### src/sv/rcfd_pkg.sv
`default_nettype none

package rcfd_pkg;

   // frame layout
   localparam int PAY_BYTES   = 22;
   localparam int PAY_BITS    = PAY_BYTES * 8;
   localparam int RC_TOTAL    = 26;
   localparam int POS_TYPE    = 2;
   localparam int POS_PAYLOAD = 3;
   localparam int MIN_LEN     = 2;

   // compare width for positions and totals (total never exceeds 257)
   localparam int CMP_W = 10;

   // channel unpacking
   localparam int CH_W  = 11;
   localparam int IDX_W = 4;

   // crc
   localparam logic [7:0] CRC_POLY = 8'hD5;
   localparam logic [7:0] CRC_MSB  = 8'h80;

   // configuration register indexes
   localparam logic CSR_SYNC_BYTE = 1'b0;
   localparam logic CSR_RC_TYPE   = 1'b1;

   typedef enum logic [1:0] {
      STATUS_CHANNEL = 2'd0,
      STATUS_CRC_BAD = 2'd1,
      STATUS_NOT_RC  = 2'd2
   } status_type;

   typedef enum logic {
      BK_IDLE = 1'b0,
      BK_CHAN = 1'b1
   } back_state_type;

   // one completed frame handed from front to back
   typedef struct packed {
      status_type status;
      logic [7:0] frame_type;
      logic [6:0] frame_length;
   } job_type;

endpackage

`default_nettype wire

### src/sv/rcfd_front.sv
`default_nettype none

module rcfd_front import rcfd_pkg::*; #(
   parameter int MAX_FRAME = 64
) (
   input  wire logic                clock,
   input  wire logic                reset,
   input  wire logic                req_valid,
   output logic                     req_stall,
   input  wire logic [7:0]          req_rx_byte,
   input  wire logic [7:0]          sync_byte,
   input  wire logic [7:0]          rc_type,
   input  wire logic                chan_pending,
   input  wire logic                q_full,
   output logic                     push,
   output job_type                  push_job,
   output logic [PAY_BITS-1:0]      payload
);

   localparam int POS_W = $clog2(MAX_FRAME);
   localparam logic [CMP_W-1:0] MAX_TOTAL = CMP_W'(MAX_FRAME);

   logic [POS_W-1:0]    pos_ff, pos_in;
   logic [7:0]          len_ff, len_in;
   logic [7:0]          type_ff, type_in;
   logic [7:0]          crc_ff, crc_in;
   logic [PAY_BITS-1:0] payload_ff, payload_in;

   logic [CMP_W-1:0] pos_ext;
   logic [CMP_W-1:0] total;
   logic             more;
   logic             hunting;
   logic             at_len;
   logic             is_data;
   logic             is_final;
   logic             is_store;
   logic             len_bad;
   logic             accept;
   logic [7:0]       crc_next;

   // crc-8, msb first, one byte
   function automatic logic [7:0] crc_update(input logic [7:0] crc, input logic [7:0] b);
      logic [7:0] c;
      c = crc ^ b;
      for (int i = 0; i < 8; i++) begin
         if ((c & CRC_MSB) != 8'd0) begin
            c = (c << 1) ^ CRC_POLY;
         end else begin
            c = c << 1;
         end
      end
      return c;
   endfunction

   // position decode from registered state only
   always_comb begin
      pos_ext  = CMP_W'(pos_ff);
      total    = CMP_W'(len_ff) + CMP_W'(MIN_LEN);
      more     = (pos_ext + CMP_W'(1)) < total;
      hunting  = (pos_ext == CMP_W'(0));
      at_len   = (pos_ext == CMP_W'(1));
      is_data  = (pos_ext >= CMP_W'(POS_TYPE)) && more;
      is_final = (pos_ext >= CMP_W'(POS_TYPE)) && !more;
      is_store = is_data && (pos_ext >= CMP_W'(POS_PAYLOAD))
                 && (pos_ext < CMP_W'(POS_PAYLOAD + PAY_BYTES));
   end

   // hold payload writes while a channel frame still waits for the back part, and the crc byte while the queue is full
   assign req_stall = (is_store && chan_pending) || (is_final && q_full);
   assign accept    = req_valid && !req_stall;

   assign len_bad  = (req_rx_byte < 8'(MIN_LEN))
                     || ((CMP_W'(req_rx_byte) + CMP_W'(MIN_LEN)) > MAX_TOTAL);
   assign crc_next = crc_update(crc_ff, req_rx_byte);

   // frame tracking
   always_comb begin
      pos_in     = pos_ff;
      len_in     = len_ff;
      type_in    = type_ff;
      crc_in     = crc_ff;
      payload_in = payload_ff;
      push       = 1'b0;
      push_job.frame_type   = type_ff;
      push_job.frame_length = total[6:0];
      if ((total != CMP_W'(RC_TOTAL)) || (type_ff != rc_type)) begin
         push_job.status = STATUS_NOT_RC;
      end else if (crc_ff != req_rx_byte) begin
         push_job.status = STATUS_CRC_BAD;
      end else begin
         push_job.status = STATUS_CHANNEL;
      end
      if (accept) begin
         if (hunting) begin
            if (req_rx_byte == sync_byte) begin
               pos_in = POS_W'(1);
            end
         end else if (at_len) begin
            if (len_bad) begin
               pos_in = (req_rx_byte == sync_byte) ? POS_W'(1) : POS_W'(0);
            end else begin
               len_in = req_rx_byte;
               crc_in = 8'd0;
               pos_in = POS_W'(POS_TYPE);
            end
         end else if (is_data) begin
            if (pos_ext == CMP_W'(POS_TYPE)) begin
               type_in = req_rx_byte;
            end
            if (is_store) begin
               payload_in = {req_rx_byte, payload_ff[PAY_BITS-1:8]};
            end
            crc_in = crc_next;
            pos_in = pos_ff + POS_W'(1);
         end else begin
            pos_in = POS_W'(0);
            push   = 1'b1;
         end
      end
   end

   always_ff @(posedge clock) begin
      if (reset) begin
         pos_ff  <= '0;
         len_ff  <= '0;
         type_ff <= '0;
         crc_ff  <= '0;
      end else begin
         pos_ff  <= pos_in;
         len_ff  <= len_in;
         type_ff <= type_in;
         crc_ff  <= crc_in;
      end
   end

   // payload shift line, first byte ends at the bottom
   always_ff @(posedge clock) begin
      payload_ff <= payload_in;
   end

   assign payload = payload_ff;

endmodule

`default_nettype wire

### src/sv/rcfd_queue.sv
`default_nettype none

module rcfd_queue import rcfd_pkg::*; (
   input  wire logic    clock,
   input  wire logic    reset,
   input  wire logic    push,
   input  wire job_type push_job,
   input  wire logic    pop,
   output logic         empty,
   output logic         full,
   output job_type      head,
   output logic         chan_pending
);

   job_type    entry_ff [2];
   job_type    entry_in [2];
   logic       wr_ff, wr_in;
   logic       rd_ff, rd_in;
   logic [1:0] count_ff, count_in;

   assign empty = (count_ff == 2'd0);
   assign full  = (count_ff == 2'd2);
   assign head  = entry_ff[rd_ff];

   // a channel frame is queued and not yet loaded by the back part
   assign chan_pending =
      ((count_ff != 2'd0) && (entry_ff[rd_ff].status == STATUS_CHANNEL))
      || ((count_ff == 2'd2) && (entry_ff[!rd_ff].status == STATUS_CHANNEL));

   // pointer and count update
   always_comb begin
      entry_in[0] = entry_ff[0];
      entry_in[1] = entry_ff[1];
      wr_in       = wr_ff;
      rd_in       = rd_ff;
      count_in    = count_ff;
      if (push) begin
         entry_in[wr_ff] = push_job;
         wr_in           = !wr_ff;
      end
      if (pop) begin
         rd_in = !rd_ff;
      end
      if (push && !pop) begin
         count_in = count_ff + 2'd1;
      end else if (pop && !push) begin
         count_in = count_ff - 2'd1;
      end
   end

   always_ff @(posedge clock) begin
      if (reset) begin
         wr_ff    <= 1'b0;
         rd_ff    <= 1'b0;
         count_ff <= 2'd0;
      end else begin
         wr_ff    <= wr_in;
         rd_ff    <= rd_in;
         count_ff <= count_in;
      end
   end

   always_ff @(posedge clock) begin
      entry_ff[0] <= entry_in[0];
      entry_ff[1] <= entry_in[1];
   end

endmodule

`default_nettype wire

### src/sv/rcfd_back.sv
`default_nettype none

module rcfd_back import rcfd_pkg::*; #(
   parameter int NUM_CHANNELS = 16
) (
   input  wire logic                clock,
   input  wire logic                reset,
   input  wire logic                q_empty,
   input  wire job_type             head,
   output logic                     pop,
   input  wire logic [PAY_BITS-1:0] payload,
   output logic                     rsp_valid,
   input  wire logic                rsp_stall,
   output logic [1:0]               rsp_status,
   output logic [IDX_W-1:0]         rsp_channel_index,
   output logic [CH_W-1:0]          rsp_channel_value,
   output logic [7:0]               rsp_frame_type,
   output logic [6:0]               rsp_frame_length,
   output logic                     rsp_last
);

   localparam logic [IDX_W-1:0] LAST_CH = IDX_W'(NUM_CHANNELS - 1);

   back_state_type      state_ff, state_in;
   logic [IDX_W-1:0]    cnt_ff, cnt_in;
   job_type             job_ff, job_in;
   logic [PAY_BITS-1:0] unpack_ff, unpack_in;

   logic             valid_ff, valid_in;
   status_type       status_ff, status_in;
   logic [IDX_W-1:0] index_ff, index_in;
   logic [CH_W-1:0]  value_ff, value_in;
   logic [7:0]       ftype_ff, ftype_in;
   logic [6:0]       flen_ff, flen_in;
   logic             last_ff, last_in;

   logic can_load;
   logic emit_status;
   logic start_chan;
   logic emit_chan;

   assign can_load = !valid_ff || !rsp_stall;

   // control outputs
   always_comb begin
      pop         = (state_ff == BK_IDLE) && !q_empty && can_load;
      emit_status = pop && (head.status != STATUS_CHANNEL);
      start_chan  = pop && (head.status == STATUS_CHANNEL);
      emit_chan   = (state_ff == BK_CHAN) && can_load;
   end

   // next state
   always_comb begin
      state_in = state_ff;
      case (state_ff)
         BK_IDLE: begin
            if (start_chan) begin
               state_in = BK_CHAN;
            end
         end
         BK_CHAN: begin
            if (emit_chan && (cnt_ff == LAST_CH)) begin
               state_in = BK_IDLE;
            end
         end
         default: state_in = BK_IDLE;
      endcase
   end

   // unpack shift line and output word register
   always_comb begin
      cnt_in    = cnt_ff;
      job_in    = job_ff;
      unpack_in = unpack_ff;
      valid_in  = can_load ? 1'b0 : valid_ff;
      status_in = status_ff;
      index_in  = index_ff;
      value_in  = value_ff;
      ftype_in  = ftype_ff;
      flen_in   = flen_ff;
      last_in   = last_ff;
      if (start_chan) begin
         job_in    = head;
         unpack_in = payload;
         cnt_in    = '0;
      end
      if (emit_status) begin
         valid_in  = 1'b1;
         status_in = head.status;
         index_in  = '0;
         value_in  = '0;
         ftype_in  = head.frame_type;
         flen_in   = head.frame_length;
         last_in   = 1'b1;
      end
      if (emit_chan) begin
         valid_in  = 1'b1;
         status_in = STATUS_CHANNEL;
         index_in  = cnt_ff;
         value_in  = unpack_ff[CH_W-1:0];
         ftype_in  = job_ff.frame_type;
         flen_in   = job_ff.frame_length;
         last_in   = (cnt_ff == LAST_CH);
         unpack_in = {CH_W'(0), unpack_ff[PAY_BITS-1:CH_W]};
         cnt_in    = cnt_ff + IDX_W'(1);
      end
   end

   always_ff @(posedge clock) begin
      if (reset) begin
         state_ff <= BK_IDLE;
         valid_ff <= 1'b0;
         cnt_ff   <= '0;
      end else begin
         state_ff <= state_in;
         valid_ff <= valid_in;
         cnt_ff   <= cnt_in;
      end
   end

   always_ff @(posedge clock) begin
      job_ff    <= job_in;
      unpack_ff <= unpack_in;
      status_ff <= status_in;
      index_ff  <= index_in;
      value_ff  <= value_in;
      ftype_ff  <= ftype_in;
      flen_ff   <= flen_in;
      last_ff   <= last_in;
   end

   assign rsp_valid         = valid_ff;
   assign rsp_status        = status_ff;
   assign rsp_channel_index = index_ff;
   assign rsp_channel_value = value_ff;
   assign rsp_frame_type    = ftype_ff;
   assign rsp_frame_length  = flen_ff;
   assign rsp_last          = last_ff;

endmodule

`default_nettype wire

### src/sv/rc_frame_deframer_channel_unpack_unit.sv
// channel   direction  words                       handshake
// req       in         req_rx_byte                 req_valid / req_stall
// rsp       out        status, channel, frame info rsp_valid / rsp_stall
// csr       in         sync byte, rc frame type    csr_write_enable
//
// the front takes one byte per cycle unless req_stall holds it; a completed frame goes into a two-entry queue.
// the back sends a status word as it pops the frame; for a channel frame it first pops the frame
// to load the payload shift line, then sends one 11-bit channel word per cycle unless rsp_stall holds a word.
// payload bytes of the next frame stall while a channel frame waits in the queue.
// the crc byte of a frame stalls while the queue is full.
// reset is synchronous and clears control state; registers return to 200 and 22.
`default_nettype none

module rc_frame_deframer_channel_unpack_unit import rcfd_pkg::*; #(
   parameter int MAX_FRAME    = 64,
   parameter int NUM_CHANNELS = 16
) (
   input  wire logic             clock,
   input  wire logic             reset,
   input  wire logic             req_valid,
   output logic                  req_stall,
   input  wire logic [7:0]       req_rx_byte,
   output logic                  rsp_valid,
   input  wire logic             rsp_stall,
   output logic [1:0]            rsp_status,
   output logic [IDX_W-1:0]      rsp_channel_index,
   output logic [CH_W-1:0]       rsp_channel_value,
   output logic [7:0]            rsp_frame_type,
   output logic [6:0]            rsp_frame_length,
   output logic                  rsp_last,
   input  wire logic             csr_write_enable,
   input  wire logic             csr_index,
   input  wire logic [7:0]       csr_write_data
);

   logic [7:0] sync_ff, sync_in;
   logic [7:0] rctype_ff, rctype_in;

   logic                push;
   job_type             push_job;
   logic                pop;
   logic                q_empty;
   logic                q_full;
   job_type             head;
   logic                chan_pending;
   logic [PAY_BITS-1:0] payload;

   // configuration registers
   always_comb begin
      sync_in   = sync_ff;
      rctype_in = rctype_ff;
      if (csr_write_enable) begin
         case (csr_index)
            CSR_SYNC_BYTE: sync_in   = csr_write_data;
            CSR_RC_TYPE:   rctype_in = csr_write_data;
            default:       sync_in   = sync_ff;
         endcase
      end
   end

   always_ff @(posedge clock) begin
      if (reset) begin
         sync_ff   <= 8'd200;
         rctype_ff <= 8'd22;
      end else begin
         sync_ff   <= sync_in;
         rctype_ff <= rctype_in;
      end
   end

   rcfd_front #(
      .MAX_FRAME(MAX_FRAME)
   ) u_front (
      .clock        (clock),
      .reset        (reset),
      .req_valid    (req_valid),
      .req_stall    (req_stall),
      .req_rx_byte  (req_rx_byte),
      .sync_byte    (sync_ff),
      .rc_type      (rctype_ff),
      .chan_pending (chan_pending),
      .q_full       (q_full),
      .push         (push),
      .push_job     (push_job),
      .payload      (payload)
   );

   rcfd_queue u_queue (
      .clock        (clock),
      .reset        (reset),
      .push         (push),
      .push_job     (push_job),
      .pop          (pop),
      .empty        (q_empty),
      .full         (q_full),
      .head         (head),
      .chan_pending (chan_pending)
   );

   rcfd_back #(
      .NUM_CHANNELS(NUM_CHANNELS)
   ) u_back (
      .clock             (clock),
      .reset             (reset),
      .q_empty           (q_empty),
      .head              (head),
      .pop               (pop),
      .payload           (payload),
      .rsp_valid         (rsp_valid),
      .rsp_stall         (rsp_stall),
      .rsp_status        (rsp_status),
      .rsp_channel_index (rsp_channel_index),
      .rsp_channel_value (rsp_channel_value),
      .rsp_frame_type    (rsp_frame_type),
      .rsp_frame_length  (rsp_frame_length),
      .rsp_last          (rsp_last)
   );

endmodule

`default_nettype wire

### config.mk
export PLATFORM = sky130hd
export DESIGN_NAME = rc_frame_deframer_channel_unpack_unit
export DESIGN_NICKNAME = d
export VERILOG_FILES = /design/src/sv/rcfd_pkg.sv /design/src/sv/rcfd_front.sv /design/src/sv/rcfd_queue.sv /design/src/sv/rcfd_back.sv /design/src/sv/rc_frame_deframer_channel_unpack_unit.sv
export SDC_FILE = /design/constraint.sdc
export NUM_CORES = 1
export LEC_CHECK = 0
export ABC_AREA = 1
export BUFFER_PORTS_ARGS = -buffer_cell sky130_fd_sc_hd__clkbuf_2
export CAP_MARGIN = 20
export CORE_MARGIN = 2
export CORE_UTILIZATION = 40
export CTS_CLUSTER_SIZE = 10
export DETAILED_ROUTE_END_ITERATION = 8
export SLEW_MARGIN = 15
export SYNTH_ARGS = -nofsm -noshare
export SYNTH_HDL_FRONTEND = slang
export SYNTH_SLANG_ARGS = --single-unit
### constraint.sdc
create_clock -name clock -period 11.3 [get_ports clock]
set_input_delay 1.695 -clock clock [delete_from_list [all_inputs] [get_ports clock]]
set_output_delay 1.695 -clock clock [all_outputs]
set_load 0.005 [all_outputs]
**Yosys cells after proc, flatten, opt, wreduce, memory -nomap -nowiden**

Memories as Yosys holds them, arrays and structs flattened. A register that Yosys moved wholly into a read port is not among the register bits.
Cells that the tools add are included.

- Register bits: 456
- RAM bits: 34
- Bits of input ports: 22
- Logic and storage cells: 165
- Memories: 1

Memories:

| memory | words | bits a word | rd ports | clocked after memory_dff | write ports | line | source |
|---|---|---|---|---|---|---|---|
| u_queue.entry_ff | 2 | 17 | 4 | 1 | 2 | rcfd_queue.sv:15 | `job_type entry_ff [2];` |

- Add/subtract/negate cells: 7
- Order comparisons: 8
- Eq/ne operators: 10
- Muxes and demuxes: 51
- Bitwise gates (word level): 15
- Reductions and logical operators: 50

Operator list:

| operator | number |
|---|---|
| $mux W165 | 2 |
| $mux W8 | 13 |
| $not A5 Y5 | 8 |
| $bwmux W34 | 1 |
| $mux W34 | 1 |
| $mux W6 | 5 |
| $mux W11 | 2 |
| $add A8 B2 Y9 const B | 2 |
| $logic_and A1 B1 Y1 | 18 |
| $demux W17 S1 | 1 |
| $mux W17 | 1 |
| $mux W4 | 4 |
| $ne A8 B8 Y1 | 2 |
| $mux W1 | 15 |
| $mux W7 | 2 |
| $ge A6 B2 Y1 const B | 2 |
| $reduce_bool A2 Y1 | 6 |
| $gt A10 B7 Y1 const B | 1 |
| $lt A10 B10 Y1 | 1 |
| $ne A10 B5 Y1 const B | 1 |
| $reduce_and A5 Y1 | 2 |
| $logic_not A1 Y1 | 9 |
| $eq A8 B8 Y1 | 1 |
| $lt A8 B2 Y1 const B | 1 |
| 24 further kinds | 40 |

**Depth between registers and ports, before layout**

- Depth in word-level cells: 19
- Mapped depth: 25
- Depth with buffers taken out: 25

**Hierarchy**

Synthesis repeated with hierarchy kept, for this count alone.

- Cells, all modules: 1675
- Area total of the unflattened synthesis: 19489.9 um2

Modules (own cells, without submodules):

| module | times used | cells each | area each (um2) | sequential area each (um2) |
|---|---|---|---|---|
| rcfd_back | 1 | 921 | 9436.6 | 6716.4 |
| rcfd_front | 1 | 573 | 7887.6 | 5885.6 |
| rcfd_queue | 1 | 98 | 1554.0 | 1121.1 |
| rc_frame_deframer_channel_unpack_unit | 1 | 83 | 611.8 | 320.3 |

**Least setup slack after synthesis**

Ideal clock, no wire load.

- Kind: reg2reg
- From: reg u_front.len_ff[1]
- To: reg u_front.payload_ff[0] (netlist: u_front.payload[0]), enable pin
- Setup time: 0.715 ns
- Arrival time: 9.391 ns
- Setup slack: 1.194 ns
- Cell stages (with the launch flop): 19
- Clock period less this slack: 10.106 ns
- Path through: dfxtp_1 -> ha_1 -> nand2_1 -> inv_2 -> nor2_1 -> inv_1 -> ha_1 -> a21o_1 -> a21oi_1 -> nand2_1 -> nand2_1 -> nand2_1 -> nand2_2 -> nand2_4 -> nand2_4 -> nand2_2 -> inv_1 -> nand3_1 -> nor2_1

RTL lines:

| item | line | source |
|---|---|---|
| from (decl) | rcfd_front.sv:24 | `logic [7:0] len_ff, len_in;` |
| from (signal assigned) | rcfd_front.sv:130 | `len_ff <= len_in;` |
| to (signal assigned) | rcfd_front.sv:138 | `payload_ff <= payload_in;` |
| to (decl) | rcfd_front.sv:27 | `logic [PAY_BITS-1:0] payload_ff, payload_in;` |

==> impl_metrics.toml <==
[detailed_routing]
drt-initial-drc-count = 795
routed_via_density = 4.799
antenna_left = 0
drtPass1Iterations = 5
vias = 11480
routed_wl_mm = 35.26
drc_errors = 0
wl_per_cell_um = 14.74

[critical_path]
cp_slowest_cell = "dfxtp_1"
crit_top_cell = "nand2_1"
crit_start = "u_front.len_ff[1]"
worstPathArrival_ns = 3.01
r2r_slack_ns = 7.48
timing.rr.start = "u_front.len_ff[1]"
cp_top_family = "simple AND/OR/NAND/NOR gates"
critical_path_buf_inv_count = 2
endpoint_kind = "primary output"
cp-start-kind = "register"
critical_path_class = "register to primary output"
max_stage_delay_ns = 0.49
cp_max_fo = 8
crit_chain = "ha_1 -> nor2_1 -> nor2_1 -> inv_1 -> ha_1 -> a21o_1 -> a21oi_1 -> nand2_1 -> nand2_1 -> nand2_1 -> nand2_2 -> nand2_4 -> nand2_4 -> nand4_4 -> nand2_1 -> clkbuf_2"
crit_required_ns = 9.61

[power_and_ir_drop]
cellPowerDensity_mw_per_mm2 = 178.4
leakagePower_nw = 8.542
ir_drop_uv = 101.8

[cts]
cts_setup_buffers = 0
hold_buffers = 0
tritoncts = "yes"
htreeDepth = 2
clock_latency_ns = 0.59
clk_pin_slew_ns = 0.05
post_cts_resized = 0
clockRootBuffer = "clkbuf_16"
cts.sinks = 491
clock_path_buffers = 3
numCtsBuffers = 55

[synthesis]
seq_area_frac_synth_pct = 72.42
synth_top_area_share_pct = 65.19
ys_ff_latch = 491
synth.yosys.warnings = 0
yosysTopAreaCell = "edfxtp_1"
synth.distinct_cells = 45
ys_top_cells_by_area = "edfxtp_1 (65%), nand2_1 (13%), dfxtp_1 (7.2%)"
synthCells = 1676
syn-cell-area_sq_mm = 0.01939
syn_avg_cell_area_sq_um = 11.57
synthesis.nets = 1713

[sta]
relSlewSlack_pct = 31.13
fin_crit_sh_pct = 41.62
worstMarginPinSlew_ns = 1.033
min_period_ns = 4.703
tns_ns = 0
finalMaxSlewViolations = 0
setup_viol = 0
finalHoldViolCount = 0
clock_skew_ns = 0.01962
rsz0062_at_grt = "no"
fmax_ghz = 0.2126

[global_route]
track_usage_pct = 14.19
grt_pass1_vias = 11290
grt_max_degree = 177
grt_overflow_total = 0
grt_first_pass_wirelength_mm = 57.21
antenna_found_initial = 0

[placed_design]
placed_cells = 2300
place_congestion = 0.8257
hpwl_mm = 20.64
io_buffer_count = 56

[finish]
mostFrequentLayoutCell = "nand2_1"
drive_gt1_share_pct = 10.69
antennaDiodeCount = 0
stdcell_count = 2392
layout_common_cells = "nand2_1 (680), edfxtp_1 (421), nor2_1 (125)"
area_growth_pct = 13.30
finalNetCount = 1782

[die]
die_w_um = 224.2
die_area_sq_mm = 0.05026
start_util_pct = 40.53
row_count = 80
boundaryPins = 57
die_y_um = 224.2
core_sq_mm = 0.04785

[hold_path]
hp-start = "u_front.payload[115]"
hp-class = "register to register"

[run]
max_cap_viol_count = 0

[status]
status = "completed"
[synthesized netlist by cell type]
cell,instances
clkinv_1,2
xnor3_1,2
buf_1,9
a21oi_4,1
o31ai_1,1
clkbuf_1,40
a41oi_1,1
nand3_2,1
a22o_1,1
nand4_4,2
a21o_1,1
nand4_2,3
ha_1,15
nor2_2,3
nand3_1,40
nor2_1,128
nor4_1,3
xnor2_1,11
xor2_4,1
inv_1,85
nand4_1,7
nand2_4,3
nor3_1,9
nor2_4,1
mux2_2,15
o22ai_1,1
a21oi_1,26
nand3_4,1
buf_6,2
nor3_4,3
dfxtp_1,70
o21ai_1,2
inv_2,6
nand3b_1,2
nand2_2,9
o21ai_0,35
a31oi_1,2
nand2_1,680
xnor2_2,2
buf_2,4
clkbuf_2,1
xor2_1,17
edfxtp_1,421
a211oi_1,2
or2_2,5
[worst reg2reg max path: cells and delay by family, from the launching register on]
kind	cells	cell delay, ns
AND/OR/NAND/NOR	11	1.07
buffers and inverters	3	0.87
adder cells (fa/ha/maj)	2	0.52
flip-flops	1	0.49
AO/OA/AOI/OAI	2	0.30
[area by class of cell]
cell class,instances,area [sq um]
fillers,4347,25870
well taps,615,769.5
clock inverters,2,28.78
repair buffers,68,442.9
clock buffers,87,1538
multi-input cells,1036,4791
inverters,93,359.1
flip-flops and latches,491,14040
[worst paths after layout]
| kind | cells after the start | to |
|---|---|---|
| min reg2reg | 0 | u_front.payload[107] |
| min | 0 | u_front.payload[107] |
| max | 16 | req_stall |
| max reg2reg | 18 | u_front.payload[129] |
[power by group]
part | switching, W | total (W) | internal, W
logic | 0.000180 | 0.000279 | 0.0000992
registers | 0.0000377 | 0.00207 | 0.00203
clock network | 0.000653 | 0.00158 | 0.000922
[sequential cells by signal (all words and copies together), names as in the netlist, 8 cells and up, named ones only]
register                  cells
u_back.unpack_ff            176
u_front.payload             176
u_queue.entry_ff             34
u_back.job_ff                15
u_back.rsp_channel_value     11
rctype_ff                     8
sync_ff                       8
u_back.rsp_frame_type         8
u_front.crc_ff                8
u_front.len_ff                8
u_front.type_ff               8
[metrics by stage]
| stage | setup slack, ns | util (%) | instance area (sq um) | total power [W] | hold WS (ns) |
|---|---|---|---|---|---|
| after floorplan | 1.194 | - | 19390 | 0.002265 | 0.4256 |
| after global placement | 6.069 | 42.48 | 20320 | 0.002378 | 0.4271 |
| after detailed placement | 6.077 | 42.48 | 20320 | 0.002384 | 0.4319 |
| after CTS | 6.547 | 45.75 | 21890 | 0.003969 | 0.4384 |
| after global routing | 6.312 | 45.92 | 21970 | 0.004070 | 0.4399 |
| final | 6.597 | 45.92 | 21970 | 0.003920 | 0.4373 |
[routing by layer]
| layer | GRT usage (%) | vias up | routed length (um) |
|---|---|---|---|
| li1 | - | 5703 | - |
| met1 | 18.60 | 5505 | 16050 |
| met2 | 23.87 | 214 | 16970 |
| met3 | 3.174 | 57 | 1602 |
| met4 | 3.760 | 0 | 636 |
| met5 | 0 | - | 0 |
[kinds of logic (layout without fill, tap and decap cells)]
group,count (synthesis),in the layout,share of synthesized area [%]
buf+inv,149,250,2.994
xor+xnor,33,33,1.807
flops,491,491,72.42
simple gates,900,900,18.89
mux,15,15,0.8710
fa+ha+maj,15,15,0.9678
compound gates,73,73,2.052
No activity file was read; power rests on OpenSTA's default activity.
